### config.mk
export PLATFORM = sky130hd
export DESIGN_NAME = cobd_ram
export DESIGN_NICKNAME = d
export VERILOG_FILES = /design/src/rtl/cobd_ram.sv
export SDC_FILE = /design/constraint.sdc
export NUM_CORES = 2
export LEC_CHECK = 0
export ABC_AREA = 1
export BUFFER_PORTS_ARGS = -buffer_cell sky130_fd_sc_hd__clkbuf_2
export CORE_MARGIN = 2
export CORE_UTILIZATION = 55
export CTS_CLUSTER_SIZE = 14
export DETAILED_ROUTE_END_ITERATION = 6
export PLACE_DENSITY_LB_ADDON = 0.12
export SLEW_MARGIN = 25
export SYNTH_ARGS = -nofsm -noshare
export SYNTH_HDL_FRONTEND = slang
export SYNTH_SLANG_ARGS = --single-unit
### constraint.sdc
create_clock -name clock -period 2.85 [get_ports clock]
set_input_delay 0.285 -clock clock [delete_from_list [all_inputs] [get_ports clock]]
set_output_delay 0.285 -clock clock [all_outputs]
set_load 0.01 [all_outputs]
### src/rtl/cobd_ram.sv
// Generic simple dual-port RAM, one write and one registered read port.
// No dependencies.
module cobd_ram #(
   parameter int WIDTH = 16,
   parameter int DEPTH = 129
) (
   input  logic                     clock,
   input  logic                     wr_en,
   input  logic [$clog2(DEPTH)-1:0] wr_addr,
   input  logic [WIDTH-1:0]         wr_data,
   input  logic                     rd_en,
   input  logic [$clog2(DEPTH)-1:0] rd_addr,
   output logic [WIDTH-1:0]         rd_data
);

   logic [WIDTH-1:0] mem_ff [DEPTH];
   logic [WIDTH-1:0] rd_data_ff;

   always_ff @(posedge clock) begin
      if (wr_en) begin
         mem_ff[wr_addr] <= wr_data;
      end
      if (rd_en) begin
         rd_data_ff <= mem_ff[rd_addr];
      end
   end

   assign rd_data = rd_data_ff;

endmodule

# Yosys cells after proc, flatten, opt, wreduce, memory -nomap -nowiden
# Memory sizes are Yosys's and may differ from the RTL's. A register that Yosys moved wholly into a read port is not among the register bits.
# Cells that the tools add are included.
# op_classes
n_mux	2
# op_table
op	n
1-bit 2-to-1 mux	2
# totals
ramBits	2064
elab_cells	3
in_bits	35
n_memories	1
reg_bits	0
# memory_table
name	words	word_bits	read_ports	rd_clocked_by_memory_dff	write_ports	line_no	source
mem_ff	129	16	1	1	1	16	logic [WIDTH-1:0] mem_ff [DEPTH];

# Longest topological paths before layout
# logic_depth
ltp_word	2
mapped_depth	15

# Worst setup path after synthesis
# Ideal clock, no wire load.
# synth_timing
path_kind	input to register
start	in wr_en
end	mem mem_ff[35][0] (enable)
required_ps	2462
n_path_buf	2
setup_time_ps	388
path_slack_ps	728
t_arrival_ps	1734
cell_stages	4
path_cell_list	clkbuf_1 nand3_1 clkbuf_1 nor2_1
# synth_via
elab_chain_cells	2
# synth_rtl
element	line_no	source
from (decl)	8	input logic wr_en,
1-bit 2-to-1 mux	20	if (wr_en) begin
1-bit 2-to-1 mux (implied by the code)	21	mem_ff[wr_addr] <= wr_data;
to (decl)	16	
# Every way passes these cells.

==> flow_summary.toml <==
[worst_hold_path]
min_from = "wr_data[3]"
hp-class = "input port to flop"
hold_path_end = "mem_ff[117][3]"
whs_path_depth = 1

[detailed_routing]
routed_wl_mm = 244
dr.first_iter.drc_count = 7301
ant_nets = 0
dr.pass1.iters = 6
route.detailed.drc = 0
wl_per_cell_um = 26.2
avgViaCountPerCell = 6.02
vias = 56000

[final_layout]
instances_no_fill = 9306
fin_nets = 7145
drive_above_1_share_pct = 10.4
seq_area_sq_um = 62500
area_delta_synth_final_pct = 13.2
design_area_sq_um = 94800
multiInputGateArea_sq_um = 18800
finalCoreUtilization_pct = 62.6
n_fill_cell = 11500

[timing]
fin_tns_setup_ns = 0
max_freq_mhz = 480
whs_ns = 0.0540
setup_violations = 0
timing.slew.headroom_pct = 38.1
min_period_ns = 2.08
rsz0062_at_grt = "false"
skew_ns = 0.0409
setup_ws_ns = 0.769
fin_crit_sh_pct = 73.0
hold_viol = 0
worstMarginPinSlew_ns = 0.927
drv_slew = 0

[synthesis]
syn-num-nets = 6925
synthAdderAreaFrac_pct = 0
syn_area_sq_um = 83800
synth_cell_types = 14
synth_top_family_by_area = "simple AND/OR/NAND/NOR gates"
ys_seq_elements = 2080
ys.flop_type = "edfxtp_1"
synth.most_common_cell = "nand2_1"
synth.largest_area_cell = "edfxtp_1"
synth-simple-area-share_pct = 22.3
yosysWarnings = 0
ys_seq_area_share_pct = 74.6
synth-xor-area-share_pct = 0
synthCells = 6890
synth_compound_area_share_pct = 0
synth_common_cells = "nand2_1 (2133), edfxtp_1 (2080), nand3_1 (2021)"
synth_top_area_share_pct = 74.6
synthTopCellsByArea = "edfxtp_1 (75%), nand3_1 (12%), nand2_1 (9.6%)"
avgSynthCellArea_sq_um = 12.2
async_flop_share_pct = 0
synth_edf_count = 2080
synthMuxAreaShare_pct = 0

[pwr]
power_frac_comb_pct = 6.7
clkPwrFrac_pct = 40.1
power_per_cell_area_nw_per_um2 = 669
internal_power_mw = 49.1
pwr-share-seq_pct = 53.2
switching_share_pct = 22.7
power.total_mw = 63.5
power.switching_mw = 14.4
ir_worst_vdd_v = 0.000591
power_leakage_nw = 33.6

[floorplan]
die_w_um = 394
core_region_area_sq_um = 152000
num_rows = 143
die-area_sq_um = 155000
die_height_um = 394
boundaryPins = 51
start_util_pct = 55.3

[setup_path]
cp_common_cell = "nand3_1"
cp.arrival_ns = 2.68
cp-end-kind = "flop"
cp_cell_sequence = "nand2_1 > nand3_1 > nand3_1 > nand3_1 > nand3_1 > nand3_1 > nand3_1 > nand2_1 > nand2_1 > nand2_1"
worstSetupPathType = "flop to flop"
rr_worst_depth = 10
cp.required_ns = 3.44
path_max_fanout = 1
cp_slowest_cell = "edfxtp_1"
max_stage_delay_ns = 0.37
r2r_setup_slack_ns = 0.77
reg2reg_from = "mem_ff[19][12]"
cp-start-kind = "flop"
worstReg2RegEnd = "rd_data[12]"

[global_route]
antenna_found_initial = 7
grt_pass1_vias = 52800
track_usage_pct = 31.3
grt_max_degree = 79
grt.overflow.total = 0
grt_pass1_wl_mm = 358

[clock_tree]
cts_tree = "yes"
cts_sinks = 2080
clkTransAtPathRegs_ns = 0.06
clockBufferDepth = 3
insertion_delay_ns = 0.85
numCtsBuffers = 205
postCtsSetupBuffers = 0
htreeDepth = 4
cts-root-buf = "clkbuf_16"
cts-resized-gates = 0

[place]
io_buffer_count = 50
place_area_sq_um = 88500
pre_cts_ws_ns = 0.0195
dp_cells = 8922
gp_congestion = 0.921
dpl.hpwl_mm = 146

[outcome]
status = "complete, no violations"

[job]
maxCapViolCount = 0
-- power groups by stage --
stage	combinational (mW)	sequential (mW)	clock (mW)
global placement	4.11	34.4	0
detailed placement	4.15	34.4	0
finish	4.23	33.8	25.5
CTS	4.17	33.8	25.7
global route	4.51	33.8	26.9
floorplan	2.05	34.4	0
-- cell type report --
class                      count  area share, %
timing repair buffer         474           4.89
tap                         2030           2.68
antenna                        2        0.00528
clock inverter               108          0.840
clock buffer                 263           5.75
multi-input combinational   4312           19.8
sequential                  2080           65.9
inverter                      37          0.182
-- sequential cells by signal, indices dropped and copies added (netlist names) --
signal,flops
mem_ff,2064
rd_data,16
-- worst max-delay path by stage --
stage	start	end	slack [ns]	cells after the start
after global routing	rd_addr[0]	rd_data[1]	0.73	14
after floorplan	wr_en	mem_ff[35][0]	0.73	4
after CTS	mem_ff[19][12]	rd_data[12]	0.88	10
final	mem_ff[19][12]	rd_data[12]	0.77	10
after detailed placement	rd_addr[0]	rd_data[1]	0.02	14
after global placement	rd_addr[0]	rd_data[1]	0.008	14
-- critical path: cells and delay by family, from the launching register on --
kind             cells  cell delay [ns]
DFF                  1             0.37
and+or+nand+nor     10             1.46
-- what timing repair did --
action / CTS / global route
hold endpoints to repair: 170 / 0
hold buffers: 11 / 0
setup endpoints to repair: 0 / 0
-- routing by layer --
layer  GRT usage [%]  vias up  wire, um  part of all wire (%)
li1                -    25000         -                     -
met1            44.7    27600     97800                    40
met2            47.9     2921    112000                    46
met3            6.73      423     25100                    10
met4            11.4        4      8810                   3.6
met5               0        -        30                 0.012
-- cells by family after synthesis --
group / after synthesis
and+or+nand+nor: 4312
DFF: 2080
buffers and inverters: 498
-- cell usage in the layout (no fill, tap or decap), types with 2 or more instances in the layout --
master / synthesis / layout
buf_12: 0 / 88
buf_4: 31 / 342
buf_8: 3 / 3
bufinv_16: 0 / 8
clkbuf_1: 100 / 53
clkbuf_16: 0 / 210
clkbuf_2: 0 / 29
clkinv_1: 0 / 54
clkinv_16: 0 / 2
clkinv_2: 0 / 35
diode_2: 0 / 2
dlygate4sd3_1: 0 / 11
edfxtp_1: 2080 / 2080
inv_1: 34 / 32
inv_16: 0 / 4
inv_6: 0 / 3
inv_8: 0 / 2
nand2_1: 2133 / 2133
nand3_1: 2021 / 2021
nand4_1: 2 / 2
nor2_1: 156 / 132
nor2_2: 0 / 24
(Power assumes the default switching activity.)
