File: src/rtl/cobd_div.sv
// Restoring unsigned divider, 32 by 17 bits, one quotient bit per cycle.
// No dependencies.
module cobd_div (
   input  logic        clock,
   input  logic        reset,
   input  logic        start,
   input  logic [31:0] dividend,
   input  logic [16:0] divisor,
   output logic        done,
   output logic [31:0] quotient
);

   typedef enum logic {D_IDLE, D_RUN} dstate_type;

   dstate_type  state_ff;
   logic [4:0]  count_ff;
   logic [31:0] quo_ff;
   logic [16:0] rem_ff;
   logic [16:0] div_ff;
   logic        done_ff;
   logic [17:0] trial;
   logic        fits;

   always_comb begin
      trial = {rem_ff, quo_ff[31]};
      fits  = trial >= {1'b0, div_ff};
   end

   always_ff @(posedge clock) begin
      if (reset) begin
         state_ff <= D_IDLE;
         done_ff  <= 1'b0;
         count_ff <= 5'd0;
      end else begin
         case (state_ff)
            D_IDLE: begin
               done_ff <= 1'b0;
               if (start) begin
                  quo_ff   <= dividend;
                  div_ff   <= divisor;
                  rem_ff   <= '0;
                  count_ff <= 5'd0;
                  state_ff <= D_RUN;
               end
            end
            D_RUN: begin
               rem_ff   <= fits ? 17'(trial - {1'b0, div_ff}) : trial[16:0];
               quo_ff   <= {quo_ff[30:0], fits};
               count_ff <= count_ff + 5'd1;
               done_ff  <= (count_ff == 5'd31);
               if (count_ff == 5'd31) begin
                  state_ff <= D_IDLE;
               end
            end
            default: begin
               state_ff <= D_IDLE;
               done_ff  <= 1'b0;
            end
         endcase
      end
   end

   assign done     = done_ff;
   assign quotient = quo_ff;

endmodule

File: config.mk
export PLATFORM = sky130hd
export DESIGN_NAME = cobd_div
export DESIGN_NICKNAME = d
export VERILOG_FILES = /design/src/rtl/cobd_div.sv
export SDC_FILE = /design/constraint.sdc
export NUM_CORES = 1
export LEC_CHECK = 0
export BUFFER_PORTS_ARGS = -buffer_cell sky130_fd_sc_hd__buf_4
export CELL_PAD_IN_SITES_DETAIL_PLACEMENT = 1
export CELL_PAD_IN_SITES_GLOBAL_PLACEMENT = 1
export CORE_MARGIN = 2
export CORE_UTILIZATION = 45
export CTS_BUF_LIST = sky130_fd_sc_hd__clkbuf_8
export CTS_CLUSTER_SIZE = 14
export DETAILED_ROUTE_END_ITERATION = 8
export PLACE_DENSITY_LB_ADDON = 0.1
export RECOVER_POWER = 100
export SYNTH_ARGS = -nofsm -noshare
export SYNTH_HDL_FRONTEND = slang
export SYNTH_SLANG_ARGS = --single-unit
File: constraint.sdc
create_clock -name clock -period 3.7 [get_ports clock]
set_input_delay 0.555 -clock clock [delete_from_list [all_inputs] [get_ports clock]]
set_output_delay 0.555 -clock clock [all_outputs]
set_load 0.01 [all_outputs]
* Word level (Yosys, flattened, before mapping)
Cells that the tools add are included.
** Operators by class
- Multiplexer cells :: 11
- Order comparisons :: 1
- Equality and inequality tests :: 2
- Reductions and logical operators :: 2
- Add/sub/neg operators :: 2
- Bitwise gates (word level) :: 2
** Operator list (count)
- $pmux 32 s2 :: 1
- $mux 17 :: 2
- $pmux 17 s2 :: 1
- $mux 32 :: 1
- $ge 18x17->1 :: 1
- $sub 17x17->17 :: 1
- $pmux 5 s2 :: 1
- $add 5x1->5 const B :: 1
- $eq 5x5->1 const B :: 1
- $mux 5 :: 1
- $pmux 1 s2 :: 2
- $reduce_and 3->1 :: 1
- $mux 1 :: 2
- $ne 2x2->1 const B :: 1
- $not 1->1 :: 2
- $reduce_and 2->1 :: 1
** Storage, ports and cells
- Input bits :: 52
- Word-level logic and storage cells :: 26
- Register bits after elaboration :: 73
- Output and inout bits :: 33

* Depth between registers and ports, before layout
- Depth after elaboration :: 3
- Gate-level depth with buffers :: 12
- Gate-level depth less buffers :: 11

* Worst setup path before layout
No wires, ideal clock.
- Kind :: register to register
- From :: register state_ff
- To :: register quo_ff[0] (netlist: quotient[0]) (enable)
- Buffers on the path :: 1
- Data required time :: 3.243 ns
- Period minus slack after synthesis :: 3.302 ns
- Setup time :: 0.457 ns
- Arrival time :: 2.845 ns
- Path slack :: 0.398 ns
- Cell stages (with the launch flop) :: 4
- Cells stage by stage :: dfxtp_1 -> clkbuf_1 -> nor2_1 -> nor2_1
** Between the ends
- Longest elaborated chain between the ends :: 3
** Ends and longest elaborated chain
- start, declared :: line 15 : dstate_type state_ff;
- start signal, assigned :: line 31 : state_ff <= D_IDLE;
- start signal, assigned :: line 43 : state_ff <= D_RUN;
- start signal, assigned :: line 52 : state_ff <= D_IDLE;
- $not 1->1 (no source line)
- $ne 2x2->1 (no source line)
- $reduce_and 2->1 (no source line)
- end signal, assigned :: line 39 : quo_ff <= dividend;
- end signal, assigned :: line 48 : quo_ff <= {quo_ff[30:0], fits};
- end, declared :: line 17 : logic [31:0] quo_ff;
No other way between the ends.
A chain may end at the register's enable or synchronous reset.

* Worst setup path after layout
- From :: register quo_ff[31] (netlist: quotient[31])
- To :: register rem_ff[6] (data pin)
** Between the ends
- Longest elaborated chain between the ends :: 3
- Elaborated cells between the ends (all ways) :: 4
- Those cells by class :: add/sub: 1; order compare: 1; mux: 2
** Ends and longest elaborated chain
- $sub 17x17->17 or $ge 18x17->1 (tied branches) :: line 47, 26
- $mux 17 * :: line 47 : rem_ff <= fits ? 17'(trial - {1'b0, div_ff}) : trial[16:0];
- $pmux 17 s2 * :: line 35 : case (state_ff)
- end signal, assigned :: line 47
- end, declared :: line 18 : logic [16:0] rem_ff;
Every way passes the cells marked *; elsewhere a longest branch is shown, timed or not.

==> metrics <==
status=finished with violations; failing checks=capacitance limit, slew limit; Top FF cell, synth=edfxtp_1; # setup viols final=0; FMAX=316 MHz; Global Route Usage Sum=0.203; Worst Setup Start Kind=flop; number of synthesized flops with an enable pin=66; skew final=0.0107 ns; RePlAce Congestion=0.864; WL/cell=17.0 um; most frequent cell after synthesis=edfxtp_1; Final Hold Slack=0.399 ns; RSZ-0062 raised after global routing=false; area of the multi-input gates=1570 um^2; Tightest Hold Check Type=input port to flop; die area=9230 um^2; top routing layer in use=met4; Synthesis Warnings=0; Post-synth ARST share=0; final net count=470; WP data required=3.78 ns; worst-margin pin slew=2.01 ns; Pre-antenna DRT Iters=4; CTS Hold Bufs=0; largest cells by area after synthesis=edfxtp_1 (52%), mux2_2 (9.1%), ha_1 (6.2%); metal2 WL=4170 um; Avg Cell Area, Syn=12.3 um^2; Met3 Wirelength=527 um; Seq/Total Area, Yosys=0.556; dominant cell type by area after synthesis=edfxtp_1; Design Area, Final=4600 um^2; pwr dens=413 nW/um^2; # fillers=890; Yosys top cell area share=0.519; diode count=0; arrival time at the worst endpoint=3.24 ns; number of I/O pins=85; total gr overflow=0; P&R area growth vs syn=20.4%; Critical Path End Type=flop; Fin. Hold Viols=0; post-synthesis cell area=3820 um^2; Leakage Power=1.83 nW; Clock transition at path regs=0.08 ns; setup bufs post-CTS=0; cts bufs inserted=9; CTS tree=yes; Initial DRC Count=78; M1 wire length=3840 um; CP max FO=17; R2R setup slack=0.54 ns; first-pass GRT wire length=14100 um; Vias/cell=5.40; Net Count, Synth=382; Crit Path Category=flop to flop; initial antenna violation count=0; max-cap violations=2; die extent in y=96.1 um; CTS resizes=0; relative slew slack=-0.344; worst-case vdd ir drop=207 uV; core area=8220 um^2; Final Max Slew Viols=59; #FFs+latches synth=73; remaining antenna violation count after routing=0; register area=2120 um^2; WL final=8660 um; Max clock buf depth=2; vias in the first global route=2917; dpl cell area=4580 um^2; largest net degree at the start of global routing=35; Die Wd=96.1 um; synth unique cells=45; top post-synthesis cells by count=edfxtp_1 (66), mux2_2 (31), nor2_1 (29); clock latency on the worst-skew pair=0.35 ns; Clock Sinks=73; layout cell share with drive strength beyond 1=0.251; initial core utilization=0.464; setup TNS=0 ns; DR DRC count=0; Post-Syn Instances=310; post-layout min period=3.16 ns; IO buf count=84; via count=2744; Root Buffer=clkbuf_8; HPWL after detailed placement=6330 um; # H-tree levels=3; fin crit share=0.855; std cell rows=33
[path summary, 6_finish.rpt]
check,start,end,depth (start not counted)
worst max register to register,quotient[31],rem_ff[6],11
worst min register to register,count_ff[2],count_ff[2],2
worst max-delay path,quotient[31],rem_ff[6],11
worst min-delay path,divisor[1],div_ff[1],1
[registers in the layout, summed over array words and instances, names as in the netlist]
signal,count
div_ff,17
quotient,32
count_ff,5
rem_ff,17
state_ff,1
done,1
[placed cells by master, fill, tap and decap left out, drive strengths merged, types with 2 or more instances in the layout]
master / synthesis / routed
nor2: 30 / 30
o211ai: 4 / 4
nand4: 3 / 3
or3: 2 / 2
edfxtp: 66 / 66
a31oi: 3 / 3
nor3: 5 / 5
xor2: 8 / 8
dfxtp: 7 / 7
o21ai: 16 / 16
xnor2: 6 / 6
a21oi: 20 / 20
nand2b: 4 / 4
nand3: 3 / 3
nor2b: 2 / 2
clkinv: 0 / 5
clkbuf: 5 / 61
ha: 19 / 19
nor3b: 4 / 4
inv: 21 / 23
buf: 5 / 35
nand2: 15 / 15
a21o: 2 / 2
a211oi: 2 / 2
mux2i: 12 / 12
mux2: 31 / 31
[critical path, cell delays in order, from the launching register on]
cell and delay (ns):
edfxtp_1 0.41, inv_1 0.08, ha_1 0.16, inv_1 0.05
fa_1 0.40, a21o_1 0.21, and4_1 0.20, o21ai_0 0.27
a21oi_1 0.24, nor2_4 0.53, mux2i_1 0.25, nor2_1 0.06
[per-layer routing]
| metal | vias up | global-route usage |
|---|---|---|
| met5 | - | 0 |
| met4 | 0 | 0.0714 |
| met3 | 10 | 0.0673 |
| met2 | 70 | 0.325 |
| met1 | 1343 | 0.256 |
| li1 | 1321 | - |
[final cells by class]
class / count / area share
sequential: 73 / 0.462
multi-input combinational: 206 / 0.341
timing repair buffer: 87 / 0.116
tap: 105 / 0.0286
clock buffer: 9 / 0.0270
inverter: 21 / 0.0172
clock inverter: 7 / 0.00871
[through the flow]
stage               setup WS, ns  power [mW]  utilization  instances
floorplan                  0.398        1.25            -        310
global placement           0.656        1.38        0.557        492
detailed placement         0.536        1.40        0.557        492
CTS                        0.516        1.94        0.577        508
global route               0.190        2.00        0.559        508
finish                     0.537        1.90        0.559        508
[report_power, final]
part | switching, mW | internal (mW) | total [mW]
logic | 0.194 | 0.167 | 0.360
registers | 0.0290 | 0.964 | 0.993
clock network | 0.309 | 0.237 | 0.546
total | 0.531 | 1.37 | 1.90
[logic make-up after synthesis]
family | count (synthesis) | share of synthesized area
AND/OR/NAND/NOR | 73 | 0.0938
flip-flops | 73 | 0.556
adder cells (fa/ha/maj) | 20 | 0.0675
XOR/XNOR | 14 | 0.0321
buffers and inverters | 31 | 0.0328
AO/OA/AOI/OAI | 56 | 0.0948
multiplexers | 43 | 0.123
Power figures use the tool's default switching activity.
