==> src/rtl/cobd_pkg.sv <==
// Package for the obstacle distance table: payload structs, request codes
// and fixed-point constants. No dependencies.
package cobd_pkg;

   localparam int BINS_DEFAULT = 129;

   localparam int CW    = 36;   // CORDIC datapath width
   localparam int ANG_W = 19;   // angle width, pi = 65536

   localparam logic signed [ANG_W-1:0] ANG_PI      = 19'sd65536;
   localparam logic signed [ANG_W-1:0] ANG_HALF_PI = 19'sd32768;
   localparam logic signed [ANG_W-1:0] STRAIGHT_LO = 19'sd32586;
   localparam logic signed [ANG_W-1:0] STRAIGHT_HI = 19'sd32950;

   localparam logic [17:0] PI_Q16     = 18'd205887;
   localparam logic [15:0] MAXD_RESET = 16'd1280;

   localparam logic [1:0] REQ_CLEAR    = 2'd0;
   localparam logic [1:0] REQ_OBSTACLE = 2'd1;
   localparam logic [1:0] REQ_READ     = 2'd2;

   typedef struct packed {
      logic [1:0]         req_type;
      logic signed [15:0] obs_x;
      logic signed [15:0] obs_y;
      logic [14:0]        obs_radius;
      logic [7:0]         read_bin;
   } cobd_req_type;

   typedef struct packed {
      logic [7:0]  read_index;
      logic [15:0] read_distance;
   } cobd_rsp_type;

endpackage

==> src/rtl/cobd_cordic.sv <==
// Iterative 16-step CORDIC atan2, one micro-rotation per cycle.
// Depends on cobd_pkg.
module cobd_cordic (
   input  logic                                clock,
   input  logic                                reset,
   input  logic                                start,
   input  logic signed [cobd_pkg::CW-1:0]      y_arg,
   input  logic signed [cobd_pkg::CW-1:0]      x_arg,
   output logic                                done,
   output logic signed [cobd_pkg::ANG_W-1:0]   angle
);

   typedef enum logic {C_IDLE, C_RUN} cstate_type;

   cstate_type                          state_ff;
   logic [3:0]                          step_ff;
   logic signed [cobd_pkg::CW-1:0]      xr_ff, yr_ff;
   logic signed [cobd_pkg::ANG_W-1:0]   z_ff;
   logic                                done_ff;
   logic signed [cobd_pkg::CW-1:0]      dx, dy;
   logic signed [cobd_pkg::ANG_W-1:0]   dz;

   function automatic logic [14:0] atan_lut(input logic [3:0] i);
      case (i)
         4'd0:    return 15'd16384;
         4'd1:    return 15'd9672;
         4'd2:    return 15'd5110;
         4'd3:    return 15'd2594;
         4'd4:    return 15'd1302;
         4'd5:    return 15'd652;
         4'd6:    return 15'd326;
         4'd7:    return 15'd163;
         4'd8:    return 15'd81;
         4'd9:    return 15'd41;
         4'd10:   return 15'd20;
         4'd11:   return 15'd10;
         4'd12:   return 15'd5;
         4'd13:   return 15'd3;
         default: return 15'd1;
      endcase
   endfunction

   always_comb begin
      dx = yr_ff >>> step_ff;
      dy = xr_ff >>> step_ff;
      dz = $signed({4'b0, atan_lut(step_ff)});
   end

   always_ff @(posedge clock) begin
      if (reset) begin
         state_ff <= C_IDLE;
         done_ff  <= 1'b0;
         step_ff  <= 4'd0;
      end else begin
         case (state_ff)
            C_IDLE: begin
               done_ff <= start && (y_arg == '0);
               if (start) begin
                  step_ff <= 4'd0;
                  if (y_arg == '0) begin
                     z_ff <= (x_arg >= 0) ? '0 : cobd_pkg::ANG_PI;
                  end else if (x_arg < 0) begin
                     state_ff <= C_RUN;
                     if (y_arg >= 0) begin
                        xr_ff <= y_arg;
                        yr_ff <= -x_arg;
                        z_ff  <= cobd_pkg::ANG_HALF_PI;
                     end else begin
                        xr_ff <= -y_arg;
                        yr_ff <= x_arg;
                        z_ff  <= -cobd_pkg::ANG_HALF_PI;
                     end
                  end else begin
                     state_ff <= C_RUN;
                     xr_ff    <= x_arg;
                     yr_ff    <= y_arg;
                     z_ff     <= '0;
                  end
               end
            end
            C_RUN: begin
               if (yr_ff > 0) begin
                  xr_ff <= xr_ff + dx;
                  yr_ff <= yr_ff - dy;
                  z_ff  <= z_ff + dz;
               end else begin
                  xr_ff <= xr_ff - dx;
                  yr_ff <= yr_ff + dy;
                  z_ff  <= z_ff - dz;
               end
               step_ff <= step_ff + 4'd1;
               done_ff <= (step_ff == 4'd15);
               if (step_ff == 4'd15) begin
                  state_ff <= C_IDLE;
               end
            end
            default: begin
               state_ff <= C_IDLE;
               done_ff  <= 1'b0;
            end
         endcase
      end
   end

   assign done  = done_ff;
   assign angle = z_ff;

endmodule

==> config.mk <==
export PLATFORM = sky130hd
export DESIGN_NAME = cobd_cordic
export DESIGN_NICKNAME = d
export VERILOG_FILES = /design/src/rtl/cobd_pkg.sv /design/src/rtl/cobd_cordic.sv
export SDC_FILE = /design/constraint.sdc
export NUM_CORES = 1
export LEC_CHECK = 0
export BUFFER_PORTS_ARGS = -buffer_cell sky130_fd_sc_hd__buf_2
export CAP_MARGIN = 0
export CORE_MARGIN = 3
export CORE_UTILIZATION = 42
export CTS_CLUSTER_SIZE = 30
export DETAILED_ROUTE_END_ITERATION = 7
export PLACE_DENSITY = 0.66
export SLEW_MARGIN = 20
export SYNTH_ARGS = -nofsm -noshare
export SYNTH_HDL_FRONTEND = slang
export SYNTH_SLANG_ARGS = --single-unit
==> constraint.sdc <==
create_clock -name clock -period 18.1 [get_ports clock]
set_input_delay 3.62 -clock clock [delete_from_list [all_inputs] [get_ports clock]]
set_output_delay 3.62 -clock clock [all_outputs]
set_load 0.005 [all_outputs]
; ---- Yosys cells after proc, flatten, opt, wreduce, memory -nomap -nowiden
; Memories as Yosys holds them, arrays and structs flattened. A register that Yosys moved wholly into a read port is not among the register bits.
; Cells that the tools add are included.
[classes]
add_sub_neg = 9
order_cmp = 4
eq_ne = 3
shifts = 2
muxes = 28
n_bitwise = 2
reduce_logical = 4
[ops]
columns = cell, count
row1 = 36-bit two-way mux, 10
row2 = 36-bit case mux with 2 select lines, 2
row3 = 19-bit two-way mux, 5
row4 = 36-bit adder, 2
row5 = "36-bit by 1-bit >= comparator with 1-bit output, second input constant", 2
row6 = 36-bit negator, 2
row7 = 36-bit by 4-bit >>> shifter with 36-bit output, 2
row8 = 36-bit subtractor, 2
row9 = 19-bit case mux with 2 select lines, 1
row10 = "36-bit by 1-bit greater-than comparator with 1-bit output, second input constant", 1
row11 = 36-bit logical NOT, 1
row12 = "36-bit by 1-bit less-than comparator with 1-bit output, second input constant", 1
row13 = 19-bit by 16-bit adder with 19-bit output, 1
row14 = 19-bit by 16-bit subtractor with 19-bit output, 1
row15 = 17-bit two-way mux, 1
row16 = 4-bit two-way mux, 3
row17 = 4-bit case mux with 2 select lines, 1
row18 = "4-bit by 1-bit adder with 4-bit output, second input constant", 1
row19 = "4-bit == test, second input constant", 1
row20 = "2-bit != test, second input constant", 2
row21 = 1-bit case mux with 2 select lines, 2
row22 = 1-bit two-way mux, 3
row23 = 3-bit AND reduction, 1
row24 = 1-bit NOT, 2
row25 = other kinds (2), 2
[totals]
reg_bits = 97
mem_bits_ro = 240
in_bits = 75
output_inout_bits = 20
word_cells = 59
mem_count = 1
[memory_table]
columns = name, words, width, rd, rd_ports_with_merged_regs, wr, line_no
row1 = (name not given), 16, 15, 1, 1, 0, cobd_cordic.sv:24  ; case (i)

; ---- Logic depth before layout (Yosys ltp)
; Gate-level depths: netlist of the first run.
[depth]
depth_word = 6
depth_mapped = 29
ltp_nobuf = 21

; ---- Worst setup path before layout of the first run
; No wires, ideal clock.
[synth_path]
kind = input-to-reg
start = input port y_arg[0] (netlist bit)
end = register xr_ff[0] (netlist bit), enable pin
setup_ps = 503
t_arrival_ps = 7589
t_required_ps = 17597
path_slack_ps = 10008
stages = 8
n_path_buf = 0
path_cell_list = inv_1 -> ha_1 -> nand3b_1 -> or3_1 -> or4_1 -> or4_1 -> a21oi_1 -> nor2_1
[synth_via]
elab_chain_len = 3
[synth_lines]
columns = element, line_no
row1 = from (decl), cobd_cordic.sv:7  ; input logic signed [cobd_pkg::CW-1:0] y_arg,
row2 = 36-bit logical NOT, cobd_cordic.sv:60  ; if (y_arg == '0) begin
row3 = 2-bit != test (no line), n/a
row4 = 3-bit AND reduction (no line), n/a
row5 = to (signal assigned), cobd_cordic.sv:65  ; xr_ff <= y_arg;
row6 = to (signal assigned), cobd_cordic.sv:69  ; xr_ff <= -y_arg;
row7 = to (signal assigned), cobd_cordic.sv:75  ; xr_ff <= x_arg;
row8 = to (decl), cobd_cordic.sv:17  ; logic signed [cobd_pkg::CW-1:0] xr_ff, yr_ff;
; No other way between the ends.
; A chain may end at the register's enable or synchronous reset.

; ---- Worst setup path in the final report of the first run
[layout_path]
start = register step_ff[0]
end = register yr_ff[32] (netlist bit) (data pin)
[layout_via]
elab_chain_len = 4
word_cells_on_any_way = 5
classes_between = 2 x add/sub / 1 x shift / 2 x mux
[layout_lines]
columns = element, line_no
row1 = from (decl), cobd_cordic.sv:16  ; logic [3:0] step_ff;
row2 = from (signal assigned), cobd_cordic.sv:91  ; step_ff <= step_ff + 4'd1;
row3 = 36-bit by 4-bit >>> shifter with 36-bit output (*), cobd_cordic.sv:45  ; dy = xr_ff >>> step_ff;
row4 = 36-bit adder / 36-bit subtractor (equally long branches), "cobd_cordic.sv:88, cobd_cordic.sv:84"
row5 = 36-bit two-way mux (*), cobd_cordic.sv:82  ; if (yr_ff > 0) begin
row6 = 36-bit case mux with 2 select lines (*), cobd_cordic.sv:55  ; case (state_ff)
row7 = to (signal assigned), cobd_cordic.sv:66  ; yr_ff <= -x_arg;
row8 = to (signal assigned), cobd_cordic.sv:84  ; yr_ff <= yr_ff - dy;
row9 = to (signal assigned), cobd_cordic.sv:88  ; yr_ff <= yr_ff + dy;
row10 = to (decl), cobd_cordic.sv:17
; Every way passes the cells marked *; elsewhere a longest branch is shown, timed or not.

==> results.yml, run 1 <==
floorplan:
  die_area_um2: 42570
  die_y_um: 206.3
  fp.coreArea_um2: 39190
  rows: 72
  initial_core_util: 0.4301
  fp.dieW_um: 206.3
  pin_count: 95
placement:
  dp_hpwl_mm: 40.54
  port_buffers: 94
  gp_congestion: 0.9885
  pre_cts_slack_ns: 10.59
  placed_area_um2: 17590
flow_run:
  max_cap_viol_count: 0
sta:
  maxSlewHeadroom: 0.3584
  layout_setup_ws_ns: 10.88
  worstMarginPinSlew_ns: 0.9624
  finalClockSkew_ns: 0.01519
  min_period_ns: 7.215
  hold_viol_final: 0
  period_share: 0.3986
  rsz0062_at_grt: "false"
  fin_setup_tns_ns: 0
  fmax_mhz: 138.6
  setup_viol: 0
  slew_violations: 0
setup_path:
  critPathMaxFanout: 60
  crit_top_cell: "nand2_1"
  cp_num_cells: 18
  end_kind: "flip-flop"
  critPathLaunchType: "flip-flop"
  rr_endpoint: "yr_ff[32]"
  path_class: "reg2reg"
  r2r_setup_slack_ns: 10.88
  r2r_start: "step_ff[0]"
  worstPathCellList: "buf_4, mux4_2, mux2_2, o211ai_1, and3b_1, nand2_1, nand2_1, xor2_1, ha_1, a2111oi_0, o21ai_1, a41oi_1, nor4b_1, o41a_1, a311oi_2, o21a_1, nor4_1, or4_1"
  crit_end: "yr_ff[32]"
  cp_num_buf_inv: 1
  critPathMaxStageDelay_ns: 0.86
  critPathTopFamily: "compound AO/OA/AOI/OAI gates"
  critical-path-slowest-cell: "dfxtp_4"
  r2r_cells: 18
  required_ns: 18.23
  worstSetupStartpoint: "step_ff[0]"
  crit_arrival_ns: 7.35
cts:
  htreeDepth: 3
  cts_tree: "built"
  clk_pin_slew_ns: 0.08
  cts.hold.buffers_added: 0
  cts_num_sinks: 112
  clk_path_buf_depth: 2
  post_cts_resized: 0
  numCtsBuffers: 9
  clk_latency_ns: 0.39
  post_cts_buffers: 0
  clock-root-buffer: "clkbuf_16"
synthesis:
  synth_warnings: 0
  syn_nets: 2262
  synth_cell_types: 77
  synth_top_cell_by_area: "edfxtp_1"
  netlist_instances: 2085
  synth.top_cell.area_share: 0.1621
  synthXorXnorAreaFrac: 0.1008
  ys.flop_type: "edfxtp_1"
  yosys-top-cells-area: "edfxtp_1 (16%), mux4_2 (10%), ha_1 (7.3%)"
  synthArstFlopShare: 0
  synth-compound-area-share: 0.2420
  synth.cell_area_um2: 16860
  yosys.area_share.simple: 0.1935
  synth_mux_area_frac: 0.1532
  synthAdderAreaFrac: 0.07705
  syn_area_per_cell_um2: 8.084
  synth_edf_count: 91
  synth_top_family_by_area: "compound AO/OA/AOI/OAI gates"
  ys_ff_latch: 112
  yosysSeqAreaShare: 0.1871
finish:
  fillers: 3825
  diodes: 0
  final_cell_mix: "nand2_1 (232), o21ai_0 (197), nor2_1 (155)"
  drive_above_1_share: 0.1273
  syn2layout_area_growth_pct: 5.953
  final_common_cell: "nand2_1"
  nets: 2262
  final_area_um2: 17860
worst_hold_path:
  hp-class: "reg2reg"
global_routing:
  grt_overflow: 0
  grt_max_degree: 99
  grt_pass1_wl_mm: 83.77
  grt_pass1_vias: 15447
  antenna_found_initial: 0
  grt_usage: 0.2470
pwr:
  vdd_drop_max_mv: 0.05362
  clockPowerShare: 0.126
  sw_frac_of_total: 0.4715
  pwr-share-comb: 0.626
  switchingPower_uw: 749.4
  p_leak_nw: 6.738
  p_seq_frac: 0.248
  power.density_nw_per_um2: 89.00
  intPower_uw: 840.1
route:
  viasPerCell: 6.388
  dr_total_vias: 16659
  drtPass1Iterations: 7
  wl_per_cell_um: 20.52
  ant_nets: 0
  drc: 0
  drt_iter0_drc: 1847
  wirelength_mm: 53.53
run_status:
  status: "completed"
-- how the worst min path moves through the flow --
stage,startpoint,to,cells after the start,slack [ns]
after floorplan,dz[0],angle[0],2,0.66
after global placement,dz[0],angle[0],2,0.70
after detailed placement,dz[0],angle[0],2,0.72
after CTS,dz[0],angle[0],2,0.73
after global routing,dz[0],angle[0],2,0.76
final,dz[0],angle[0],2,0.72
-- state kept, by name, indices dropped and copies added, names as in the netlist --
name      cells
done          1
dz           15
angle        19
xr_ff        36
step_ff       4
yr_ff        36
state_ff      1
-- Yosys cell counts, types with 30 or more instances --
cell / number
a21o_1: 38
a21oi_1: 147
a31oi_1: 44
clkbuf_1: 78
edfxtp_1: 91
ha_1: 99
inv_1: 62
mux2i_1: 51
mux4_2: 75
nand2_1: 232
nand3_1: 47
nor2_1: 157
nor3_1: 57
o211ai_1: 36
o21ai_0: 198
or3_1: 30
xnor2_1: 111
xor2_1: 83
-- worst register-to-register path, stage by stage (launching register included) --
cell and delay [ns]:
dfxtp_4 0.86, buf_4 0.74, mux4_2 0.69, mux2_2 0.32, o211ai_1 0.27, and3b_1 0.31, nand2_1 0.12, nand2_1 0.09
xor2_1 0.23, ha_1 0.33, a2111oi_0 0.40, o21ai_1 0.17, a41oi_1 0.46, nor4b_1 0.14, o41a_1 0.51, a311oi_2 0.51
o21a_1 0.24, nor4_1 0.05, or4_1 0.53
-- area by class of cell --
type                    count  area (µm²)  area share
well taps                 518       648.1     0.03629
clock buffers              11       232.7     0.01303
inverters                  65       244.0     0.01366
multi-input cells        1787       12930      0.7240
repair buffers            110       593.1     0.03321
clock inverters             5       41.29    0.002312
flip-flops and latches    112        3169      0.1775
-- power by group through the flow --
stage	clock, mW	combinational, mW	sequential (mW)
finish	0.200	0.996	0.394
global route	0.213	1.09	0.395
CTS	0.203	0.972	0.390
floorplan	0	0.760	0.358
global placement	0	0.949	0.394
detailed placement	0	0.964	0.396
-- per-stage QoR --
| step | power, mW | hold slack (ns) | std cells | utilization |
|---|---|---|---|---|
| 3_3_place_gp | 1.343 | 0.6976 | 2592 | 0.4488 |
| 3_5_place_dp | 1.360 | 0.7171 | 2592 | 0.4488 |
| 2_1_floorplan | 1.118 | 0.6616 | 2085 | - |
| 4_1_cts | 1.565 | 0.7297 | 2608 | 0.4557 |
| 6_report | 1.589 | 0.7188 | 2608 | 0.4557 |
| 5_1_grt | 1.701 | 0.7621 | 2608 | 0.4557 |
-- per-layer routing --
metal / GRT usage / share of wire / vias up
met5: 0 / 0 / -
met4: 0.06521 / 0.019 / 0
met3: 0.03717 / 0.096 / 83
met2: 0.3758 / 0.43 / 831
met1: 0.3652 / 0.45 / 7894
li1: - / - / 7851
-- cells by family after synthesis --
kind of cell               Yosys count
and+or+nand+nor                    683
buffers and inverters              186
AOI/OAI and AO/OA                  652
adders and majority gates          102
DFF                                112
xor gates and xnor gates           194
muxes                              156
Note: power is estimated with default switching activity, not from simulation.
==> inputs of run 2 (changes only) <==
Settings changed: PLACE_DENSITY 0.66 to 0.69.
Clock period 18.1 ns to 6 ns, I/O delays scaled along.
==> run 2 against run 1 <==
Clock skew is 0.00097 ns lower. Sequential cell count unchanged. Clock power increased to 3.2 times the previous value. Core utilization grew 1.4 points. Sequential power increased to 3.0 times the previous value. Register-to-register slack worse by 11 ns. Non-clock buffer count increased by 56. Via count increased by 3.3%. Global-route usage rose by 1.3 points. Worst hold slack got worse by 0.013 ns. Maximum frequency is 24% higher. First-iteration DRC count is 16% higher.
==> results.yml, run 2 (synthesized netlist as in run 1, its figures left out) <==
floorplan:
  rows: 72
  fp.dieW_um: 206.3
  die_area_um2: 42570
  initial_core_util: 0.4301
  pin_count: 95
  fp.coreArea_um2: 39190
  die_y_um: 206.3
finish:
  nets: 2318
  final_cells: 2664
  fillers: 3786
  final_util: 0.4696
  drive_above_1_share: 0.1552
  syn2layout_area_growth_pct: 9.167
  final_cell_mix: "nand2_1 (232), o21ai_0 (196), nor2_1 (154)"
  diodes: 0
  final_common_cell: "nand2_1"
route:
  viasPerCell: 6.461
  drc: 0
  drtPass1Iterations: 6
  wl_per_cell_um: 21.14
  wirelength_mm: 56.31
  ant_nets: 0
  dr_total_vias: 17213
  drt_iter0_drc: 2148
global_routing:
  grt_max_degree: 97
  grt.busiest_layer: "met2"
  grt_use_met3: 0.06300
  use_met1: 0.3577
  grt_pass1_wl_mm: 88.34
  grt_pass1_vias: 16126
  grt_usage: 0.2604
  grt_overflow: 0
  use_met2: 0.4031
  antenna_found_initial: 0
setup_path:
  path_class: "reg2reg"
  cp_num_buf_inv: 1
  critPathLaunchType: "flip-flop"
  crit_top_cell: "nand2_1"
  critPathTopFamily: "compound AO/OA/AOI/OAI gates"
  critPathMaxStageDelay_ns: 0.58
  critical-path-slowest-cell: "mux4_2"
  required_ns: 6.13
  critPathMaxFanout: 6
  end_kind: "flip-flop"
  crit_arrival_ns: 5.94
  worstPathCellList: "mux4_2, mux2_2, o211ai_1, and3b_2, nand2_1, nand2_1, xor2_1, ha_1, a2111oi_1, o21ai_1, a41oi_1, buf_4, nor4b_1, o41a_1, a311oi_2, o21a_1, nor4_1, or4_1"
sta:
  maxSlewHeadroom: 0.3464
  rsz0062_at_grt: "true"
  worstMarginPinSlew_ns: 0.9805
  fmax_mhz: 172.3
  setup_viol: 0
  hold_viol_final: 0
  finalClockSkew_ns: 0.01422
  min_period_ns: 5.805
  period_share: 0.9676
  slew_violations: 0
placement:
  dp_hpwl_mm: 43.00
  placed_cells: 2638
  port_buffers: 94
  gp_congestion: 1.022
pwr:
  vdd_drop_max_mv: 0.1601
  p_leak_nw: 7.055
  power.density_nw_per_um2: 268.4
cts:
  cts_tree: "built"
  clk_pin_slew_ns: 0.09
  clk_latency_ns: 0.40
  cts.hold.buffers_added: 0
  htreeDepth: 3
  clock-root-buffer: "clkbuf_16"
  numCtsBuffers: 9
  clk_path_buf_depth: 2
  cts_num_sinks: 112
run_status:
  status: "completed"
flow_run:
  max_cap_viol_count: 0
worst_hold_path:
  hp-class: "reg2reg"
## run 2: metal layers
metal  vias up  routed length, µm
li1       7979                  -
met1      8063              23330
met2      1020              24630
met3       151               6516
met4         0               1840
met5         -                  0
## run 2: tightest hold or removal path, stage by stage (launching register included)
cell,delay [ns]
dfxtp_1,0.39
ha_1,0.14
nor2_1,0.04
## run 2: final timing paths
kind	startpoint	end	slack [ns]	cells past startpoint
worst max-delay path	xr_ff[15]	yr_ff[32]	0.19	18
worst min-delay path	dz[0]	angle[0]	0.71	2
worst max register to register	xr_ff[15]	yr_ff[32]	0.19	18
worst min register to register	dz[0]	angle[0]	0.71	2
## run 2: cell type report
class	instances	area, µm²	share of cell area
Clock inverter	7	71.32	0.003876
Timing Repair Buffer	166	1079	0.05861
Sequential cell	112	3169	0.1722
Multi-Input combinational cell	1787	12960	0.7046
Clock buffer	9	225.2	0.01224
Tap cell	518	648.1	0.03522
Inverter	65	244.0	0.01326
## run 2: what timing repair did
action,4_1_cts,5_1_grt
endpoints found under the setup margin,1,14
resized for setup,0,15
buffers inserted,1,9
hold endpoints to repair,0,0
## run 2: report_power, final
group / internal [mW] / total [mW] / switching [mW]
combinational: 1.34 / 3.11 / 1.78
clock: 0.295 / 0.644 / 0.348
sequential: 0.982 / 1.18 / 0.200
## run 2: metrics by stage
stage | setup TNS (ns) | instance area [µm²] | setup WS, ns | hold WS (ns) | total power, mW
after CTS | 0 | 18290 | 0.1257 | 0.7124 | 4.847
final | 0 | 18400 | 0.1946 | 0.7056 | 4.939
after global routing | -0.1035 | 18400 | -0.09092 | 0.7444 | 5.281
after global placement | 0 | 17980 | 0.1782 | 0.7078 | 4.118
after detailed placement | -0.004245 | 17980 | -0.004245 | 0.7093 | 4.179
after floorplan | 0 | 16860 | 0.07949 | 0.6616 | 3.372
